--- src/hw/rtl/lpbp_pkg.sv ---
// ----------------------------------------------------------------------------
// lpbp_pkg: shared types and constants of the page buffer pool
// Item structs, command codes and controller/datapath link structs.
// ----------------------------------------------------------------------------
`default_nettype none
package lpbp_pkg;

	localparam int unsigned POOL_ENTRIES_DEF  = 64;
	localparam int unsigned TABLE_ID_BITS_DEF = 8;
	localparam int unsigned PAGE_ID_BITS_DEF  = 16;
	localparam int unsigned STAMP_BITS        = 64;

	localparam logic [1:0] CMD_LOOKUP = 2'd0;
	localparam logic [1:0] CMD_MARK   = 2'd1;
	localparam logic [1:0] CMD_FLUSH  = 2'd2;

	typedef struct packed {
		logic [1:0]  cmd;
		logic [7:0]  table_id;
		logic [15:0] page_id;
		logic [5:0]  entry_index;
	} in_item_t;

	typedef struct packed {
		logic        hit;
		logic [5:0]  slot;
		logic        fill_needed;
		logic        writeback;
		logic [7:0]  wb_table_id;
		logic [15:0] wb_page_id;
		logic        last;
	} out_item_t;

	// controller -> datapath
	typedef struct packed {
		logic capture;    // latch the input item, restart the entry scan
		logic scan_step;  // read one entry, advance the scan pointer
		logic do_lookup;  // apply the lookup result
		logic do_mark;    // apply mark dirty
		logic flush_rd;   // read the lowest valid dirty entry
		logic flush_emit; // emit that entry and clear its dirty bit
		logic emit_none;  // emit the empty flush result
	} lpbp_cmd_t;

	// datapath -> controller
	typedef struct packed {
		logic scan_done;  // scan pointer at the last entry
		logic any_dirty;  // some valid entry is dirty
		logic flush_more; // another dirty entry follows the one being emitted
	} lpbp_stat_t;

endpackage
`default_nettype wire

--- src/hw/rtl/lpbp_ctrl.sv ---
// ----------------------------------------------------------------------------
// lpbp_ctrl: command sequencer of the page buffer pool
// Drives the entry scan and result transfers; holds the output valid.
// ----------------------------------------------------------------------------
`default_nettype none
module lpbp_ctrl (
	input  wire                  clk,
	input  wire                  arst_n,
	input  wire                  in_valid,
	output logic                 in_ready,
	input  wire [1:0]            in_cmd,
	output logic                 out_valid,
	input  wire                  out_ready,
	input  lpbp_pkg::lpbp_stat_t stat,
	output lpbp_pkg::lpbp_cmd_t  ctl
);
	typedef enum logic [2:0] {
		ST_IDLE, ST_SCAN, ST_SCAN_END, ST_APPLY, ST_FLUSH_RD, ST_FLUSH_EMIT,
		ST_FLUSH_WAIT, ST_OUT
	} state_t;

	state_t   state_q;
	logic [1:0] cmd_q;
	logic     in_fire;

	assign in_ready = (state_q == ST_IDLE);
	assign in_fire  = in_valid && in_ready;

	always_comb begin
		ctl = '0;
		ctl.capture    = in_fire;
		ctl.scan_step  = (state_q == ST_SCAN);
		ctl.do_lookup  = (state_q == ST_APPLY) && cmd_q == lpbp_pkg::CMD_LOOKUP;
		ctl.do_mark    = (state_q == ST_APPLY) && cmd_q == lpbp_pkg::CMD_MARK;
		ctl.flush_rd   = (state_q == ST_FLUSH_RD) && stat.any_dirty;
		ctl.emit_none  = (state_q == ST_FLUSH_RD) && !stat.any_dirty;
		ctl.flush_emit = (state_q == ST_FLUSH_EMIT);
	end

	// a flushed entry waits for its transfer before the next one is read
	always_ff @(posedge clk or negedge arst_n) begin
		if (!arst_n) begin
			state_q   <= ST_IDLE;
			cmd_q     <= lpbp_pkg::CMD_LOOKUP;
			out_valid <= 1'b0;
		end else begin
			case (state_q)
				ST_IDLE: begin
					if (in_fire) begin
						cmd_q <= in_cmd;
						case (in_cmd)
							lpbp_pkg::CMD_LOOKUP: state_q <= ST_SCAN;
							lpbp_pkg::CMD_MARK:   state_q <= ST_APPLY;
							lpbp_pkg::CMD_FLUSH:  state_q <= ST_FLUSH_RD;
							default:              state_q <= ST_IDLE;
						endcase
					end
				end
				ST_SCAN: begin
					if (stat.scan_done) state_q <= ST_SCAN_END;
				end
				ST_SCAN_END: begin
					state_q <= ST_APPLY;
				end
				ST_APPLY: begin
					out_valid <= 1'b1;
					state_q   <= ST_OUT;
				end
				ST_FLUSH_RD: begin
					if (stat.any_dirty) begin
						state_q <= ST_FLUSH_EMIT;
					end else begin
						out_valid <= 1'b1;
						state_q   <= ST_OUT;
					end
				end
				ST_FLUSH_EMIT: begin
					out_valid <= 1'b1;
					state_q   <= stat.flush_more ? ST_FLUSH_WAIT : ST_OUT;
				end
				ST_FLUSH_WAIT: begin
					if (out_ready) begin
						out_valid <= 1'b0;
						state_q   <= ST_FLUSH_RD;
					end
				end
				ST_OUT: begin
					if (out_ready) begin
						out_valid <= 1'b0;
						state_q   <= ST_IDLE;
					end
				end
				default: state_q <= ST_IDLE;
			endcase
		end
	end

	idle_no_result: assert property (@(posedge clk) disable iff (!arst_n)
		state_q == ST_IDLE |-> !out_valid)
		else $error("result pending while idle");
	wait_holds_result: assert property (@(posedge clk) disable iff (!arst_n)
		(state_q == ST_FLUSH_WAIT || state_q == ST_OUT) |-> out_valid)
		else $error("transfer wait without a result");
	no_accept_busy: assert property (@(posedge clk) disable iff (!arst_n)
		out_valid |-> !in_ready)
		else $error("input accepted while a result waits");
	result_held: assert property (@(posedge clk) disable iff (!arst_n)
		out_valid && !out_ready |=> out_valid)
		else $error("result dropped before its transfer");
endmodule
`default_nettype wire

--- config.mk ---
export PLATFORM = sky130hd
export DESIGN_NAME = lpbp_ctrl
export DESIGN_NICKNAME = d
export VERILOG_FILES = /design/src/hw/rtl/lpbp_pkg.sv /design/src/hw/rtl/lpbp_ctrl.sv
export SDC_FILE = /design/constraint.sdc
export NUM_CORES = 1
export LEC_CHECK = 0
export BUFFER_PORTS_ARGS = -buffer_cell sky130_fd_sc_hd__buf_2
export CAP_MARGIN = 25
export CORE_AREA = 2 2 39 41
export CTS_CLUSTER_SIZE = 10
export DETAILED_ROUTE_END_ITERATION = 10
export DIE_AREA = 0 0 41 43
export GPL_ROUTABILITY_DRIVEN = 0
export PLACE_DENSITY = 0.66
export SYNTH_ARGS = -nofsm -noshare
export SYNTH_HDL_FRONTEND = slang
export SYNTH_SLANG_ARGS = --single-unit
--- constraint.sdc ---
create_clock -name clk -period 2.9 [get_ports clk]
set_clock_uncertainty 0.05 [all_clocks]
set_input_delay 0.29 -clock clk [delete_from_list [all_inputs] [get_ports clk]]
set_output_delay 0.29 -clock clk [all_outputs]
set_load 0.005 [all_outputs]
**Word level (Yosys, flattened, before mapping)**

Cells that the tools add are included.

- Bits in registers: 6
- Input port bits: 9
- Output and inout bits: 9
- Logic and storage cells: 45

- Eq/ne operators: 16
- Multiplexer cells: 11
- Reduce and logical (&&, ||, !) cells: 15

Operators by type and width:

| cell | number |
|---|---|
| case mux 3 bit (8 select lines) | 1 |
| equality test 3 bit, second input constant | 4 |
| 2-to-1 mux 3 bit | 4 |
| case mux 3 bit (3 select lines) | 1 |
| != test 2 bit, second input constant | 4 |
| equality test 3 x 2 -> 1 bit, second input constant | 2 |
| logical AND 1 bit | 5 |
| equality test 2 x 1 -> 1 bit, second input constant | 2 |
| logical NOT 2 bit | 2 |
| != test 2 x 1 -> 1 bit, second input constant | 2 |
| AND reduction 4 bit | 1 |
| OR reduction 2 bit | 2 |
| equality test 3 x 1 -> 1 bit, second input constant | 1 |
| logical NOT 3 bit | 1 |
| 2-to-1 mux 1 bit | 3 |
| case mux 1 bit (3 select lines) | 1 |
| AND reduction 3 bit | 1 |
| nonzero test 3 bit | 1 |
| equality test 2 bit, second input constant | 1 |
| 2-to-1 mux 2 bit | 1 |
| AND reduction 2 bit | 1 |
| logical NOT 1 bit | 1 |

**Logic depth before layout (Yosys ltp)**

- Word-level depth: 4
- Depth in mapped cells: 4
- Mapped depth without buffers: 3

**Worst setup path before layout**

No wires, ideal clock.

- Path type: reg2out
- Start point: register state_q[2]
- End point: output port ctl[3] in the netlist's numbering
- Arrival: 0.981 ns
- Data required time: 2.560 ns
- Setup slack: 1.579 ns
- Stages on the path, launching flop included: 4
- Path buffers: 1
- Path through: dfrtp_1 -> buf_2 -> nand2b_4 -> nor4bb_1

RTL lines:

| item | line | text |
|---|---|---|
| start: declaration | lpbp_ctrl.sv:22 | `state_t state_q;` |
| start signal: assignment | lpbp_ctrl.sv:79 | `state_q <= stat.flush_more ? ST_FLUSH_WAIT : ST_OUT;` |
| end: declaration | lpbp_ctrl.sv:15 | `output lpbp_pkg::lpbp_cmd_t ctl` |

==> impl_metrics.csv <==
group,metric,value,unit
route,routed_wl,945,um
floorplan,dieHeight,43,um
timing,hold_violations,0,
global_routing,grt_overflow,0,
synth,ys_seq_area_share,34.99,%
critical_path,end_kind,"output port",
placement,placed_cell_area,503.0,sq um
clocking,h-tree-depth,1,
final_layout,multi_input_area,240.2,sq um
worst_hold_path,hold_path_class,"primary input to flip-flop",
critical_path,path_cells,"nand2b_4 > nor4b_1 > buf_2",
critical_path,required,2.56,ns
global_routing,grt_usage,12.32,%
synth,ys_seq_elements,6,
synth,syn_nets,53,
power,seq_power_share,42.7,%
critical_path,arrival,1.39,ns
critical_path,slowest_stage,"dfrtp_1",
power,intPower,288.3,uW
route,num_vias,383,
power,p_switching,195.6,uW
global_routing,grt_max_degree,15,
timing,finalSetupTns,0,ns
synth,syn_avg_cell_area,9.754,sq um
clocking,cts-root-buf,"clkbuf_4",
job,drv_cap,0,
route,ant_nets,0,
worst_hold_path,holdPathStages,2,
power,p_comb_share,40.5,%
critical_path,worstPathMaxFanout,12,
clocking,numCtsBuffers,3,
synth,yosysWarnings,0,
worst_hold_path,holdPathEnd,"cmd_q[0]$_DFFE_PN0P_",
critical_path,startpoint_type,"flip-flop",
global_routing,grt_first_pass_wirelength,1373,um
floorplan,row_count,14,
run_status,outcome,"finished, final reports clean",
synth,synthesis.area,429.2,sq um
clocking,clk_pin_slew,0.06,ns
floorplan,die_area,1763,sq um
synth,ys.flop_type,"dfrtp_1",
power,p_sw_share,40.42,%
power,p_clk_share,16.8,%
power,ir_drop,0.3827,mV
final_layout,area.growth.synth_to_final,24.78,%
global_routing,antenna_found_initial,0,
route,firstDrtPassIters,4,
power,p_per_area,903.6,nW/um^2
floorplan,initial_core_util,31.01,%
final_layout,fin_nets,72,
timing,fmax,0.5792,GHz
floorplan,core,1384,sq um
final_layout,seqCellArea,150.1,sq um
timing,rsz0062_at_grt,"false",
global_routing,grt_pass1_vias,315,
clocking,cts_setup_buffers,0,
critical_path,r2r-end,"cmd_q[1]$_DFFE_PN0P_",
route,wl_per_cell,12.27,um
final_layout,layout-drive-gt1-share,44.26,%
critical_path,worst_r2r_startpoint,"state_q[1]$_DFFE_PN0P_",
synth,synth-async-reset-ratio,100.0,%
critical_path,r2r_cells,3,
synth,syn_inst,44,
critical_path,reg2reg_slack,1.49,ns
timing,finalSetupViolCount,0,
route,drc,0,
critical_path,max_stage_delay,0.61,ns
route,viasPerCell,4.974,
critical_path,critPathTopFamily,"flip-flops",
timing,fin_crit_sh,59.54,%
placement,dp_hpwl,716.6,um
final_layout,fillers,142,
synth,synth.distinct_cells,28,
final_layout,final_cell_area,535.5,sq um
clocking,holdBufCountCts,1,
clocking,cts.sinks,6,
placement,portBuffers,17,
timing,maxSlewViolCount,0,
critical_path,path_buf_inv,1,
floorplan,ios,18,
power,total_leakage_power,0.2644,nW
final_layout,final_common_cell,"buf_2",
timing,min_period,1.727,ns
timing,max-slew-margin-rel,69.66,%
clocking,cts_tree,"yes",
clocking,clockBufferDepth,2,
clocking,clock_latency,0.26,ns
worst_hold_path,hp-start,"in_cmd[0]",
final_layout,diodes,0,
timing,tightest_slew,0.4551,ns
final_layout,mostFrequentLayoutCells,"17 x buf_2, 6 x dfrtp_1, 4 x nor2_1",
clocking,cts_resized,0,
route,drt_iter0_drc,4,
synth,synth-edff-count,0,
critical_path,critPathKind,"flip-flop to output port",
floorplan,die_w,41,um
Yosys cell counts, drive strengths merged, types with 2 or more instances:
cell | instances | area, sq um
dfrtp | 6 | 150.1
inv | 2 | 7.500
o21ai | 3 | 15.01
a21oi | 2 | 10.01
nor4bb | 2 | 20.02
nor2 | 4 | 15.01
nand3 | 2 | 10.01
nor3 | 3 | 20.02
buf | 4 | 31.27
mux2 | 2 | 30.03
power groups by stage:
stage / Sequential, mW / Clock [mW] / Combinational (mW)
floorplan: 0.159 / 0 / 0.206
global placement: 0.206 / 0 / 0.195
detailed placement: 0.207 / 0 / 0.198
CTS: 0.207 / 0.0829 / 0.200
global route: 0.215 / 0.0902 / 0.219
finish: 0.207 / 0.0812 / 0.196
logic make-up (layout without fill, tap and decap cells):
| family | count (synthesis) | in the layout | share of synthesized area (%) |
|---|---|---|---|
| and+or+nand+nor | 19 | 19 | 29.45 |
| AOI/OAI and AO/OA | 10 | 10 | 17.20 |
| DFF | 6 | 6 | 34.98 |
| buffers and inverters | 6 | 23 | 9.034 |
| muxes | 3 | 3 | 9.330 |
routing by layer:
layer  global-route usage (%)  routed length [um]  share of wire [%]
met5                        0                   0                  0
met4                    6.000                  15                1.6
met3                    7.853                  83                8.8
met2                    15.94                 398                 42
met1                    15.41                 447                 47
cell type report:
cell class	count	share of cell area [%]
tap	16	3.738
multi-input combinational	32	44.86
sequential	6	28.04
timing repair buffer	18	17.76
clock buffer	3	4.206
inverter	2	1.402
through the flow:
stage,util (%),std cells,power [mW],worst slack [ns],hold slack [ns]
global route,38.70,77,0.5241,1.063,0.2491
CTS,38.70,77,0.4894,1.167,0.2451
finish,38.70,77,0.4839,1.173,0.2504
detailed placement,36.35,73,0.4052,1.444,0.07284
floorplan,-,44,0.3647,1.579,-0.05559
global placement,36.35,73,0.4003,1.459,0.06925
sequential cells by signal (all words and copies together), names as in the netlist:
signal     flops
state_q        3
out_valid      1
cmd_q          2
worst max path at each step:
stage / to / slack, ns / depth (start not counted) / start
2_1_floorplan: ctl[3] / 1.58 / 3 / state_q[2]$_DFFE_PN0P_
3_3_place_gp: ctl[4] / 1.46 / 3 / state_q[0]$_DFFE_PN0P_
3_5_place_dp: ctl[4] / 1.44 / 3 / state_q[0]$_DFFE_PN0P_
4_1_cts: ctl[4] / 1.17 / 3 / state_q[0]$_DFFE_PN0P_
5_1_grt: ctl[0] / 1.06 / 3 / state_q[2]$_DFFE_PN0P_
6_report: ctl[4] / 1.17 / 3 / state_q[0]$_DFFE_PN0P_
Power figures use the tool's default switching activity.
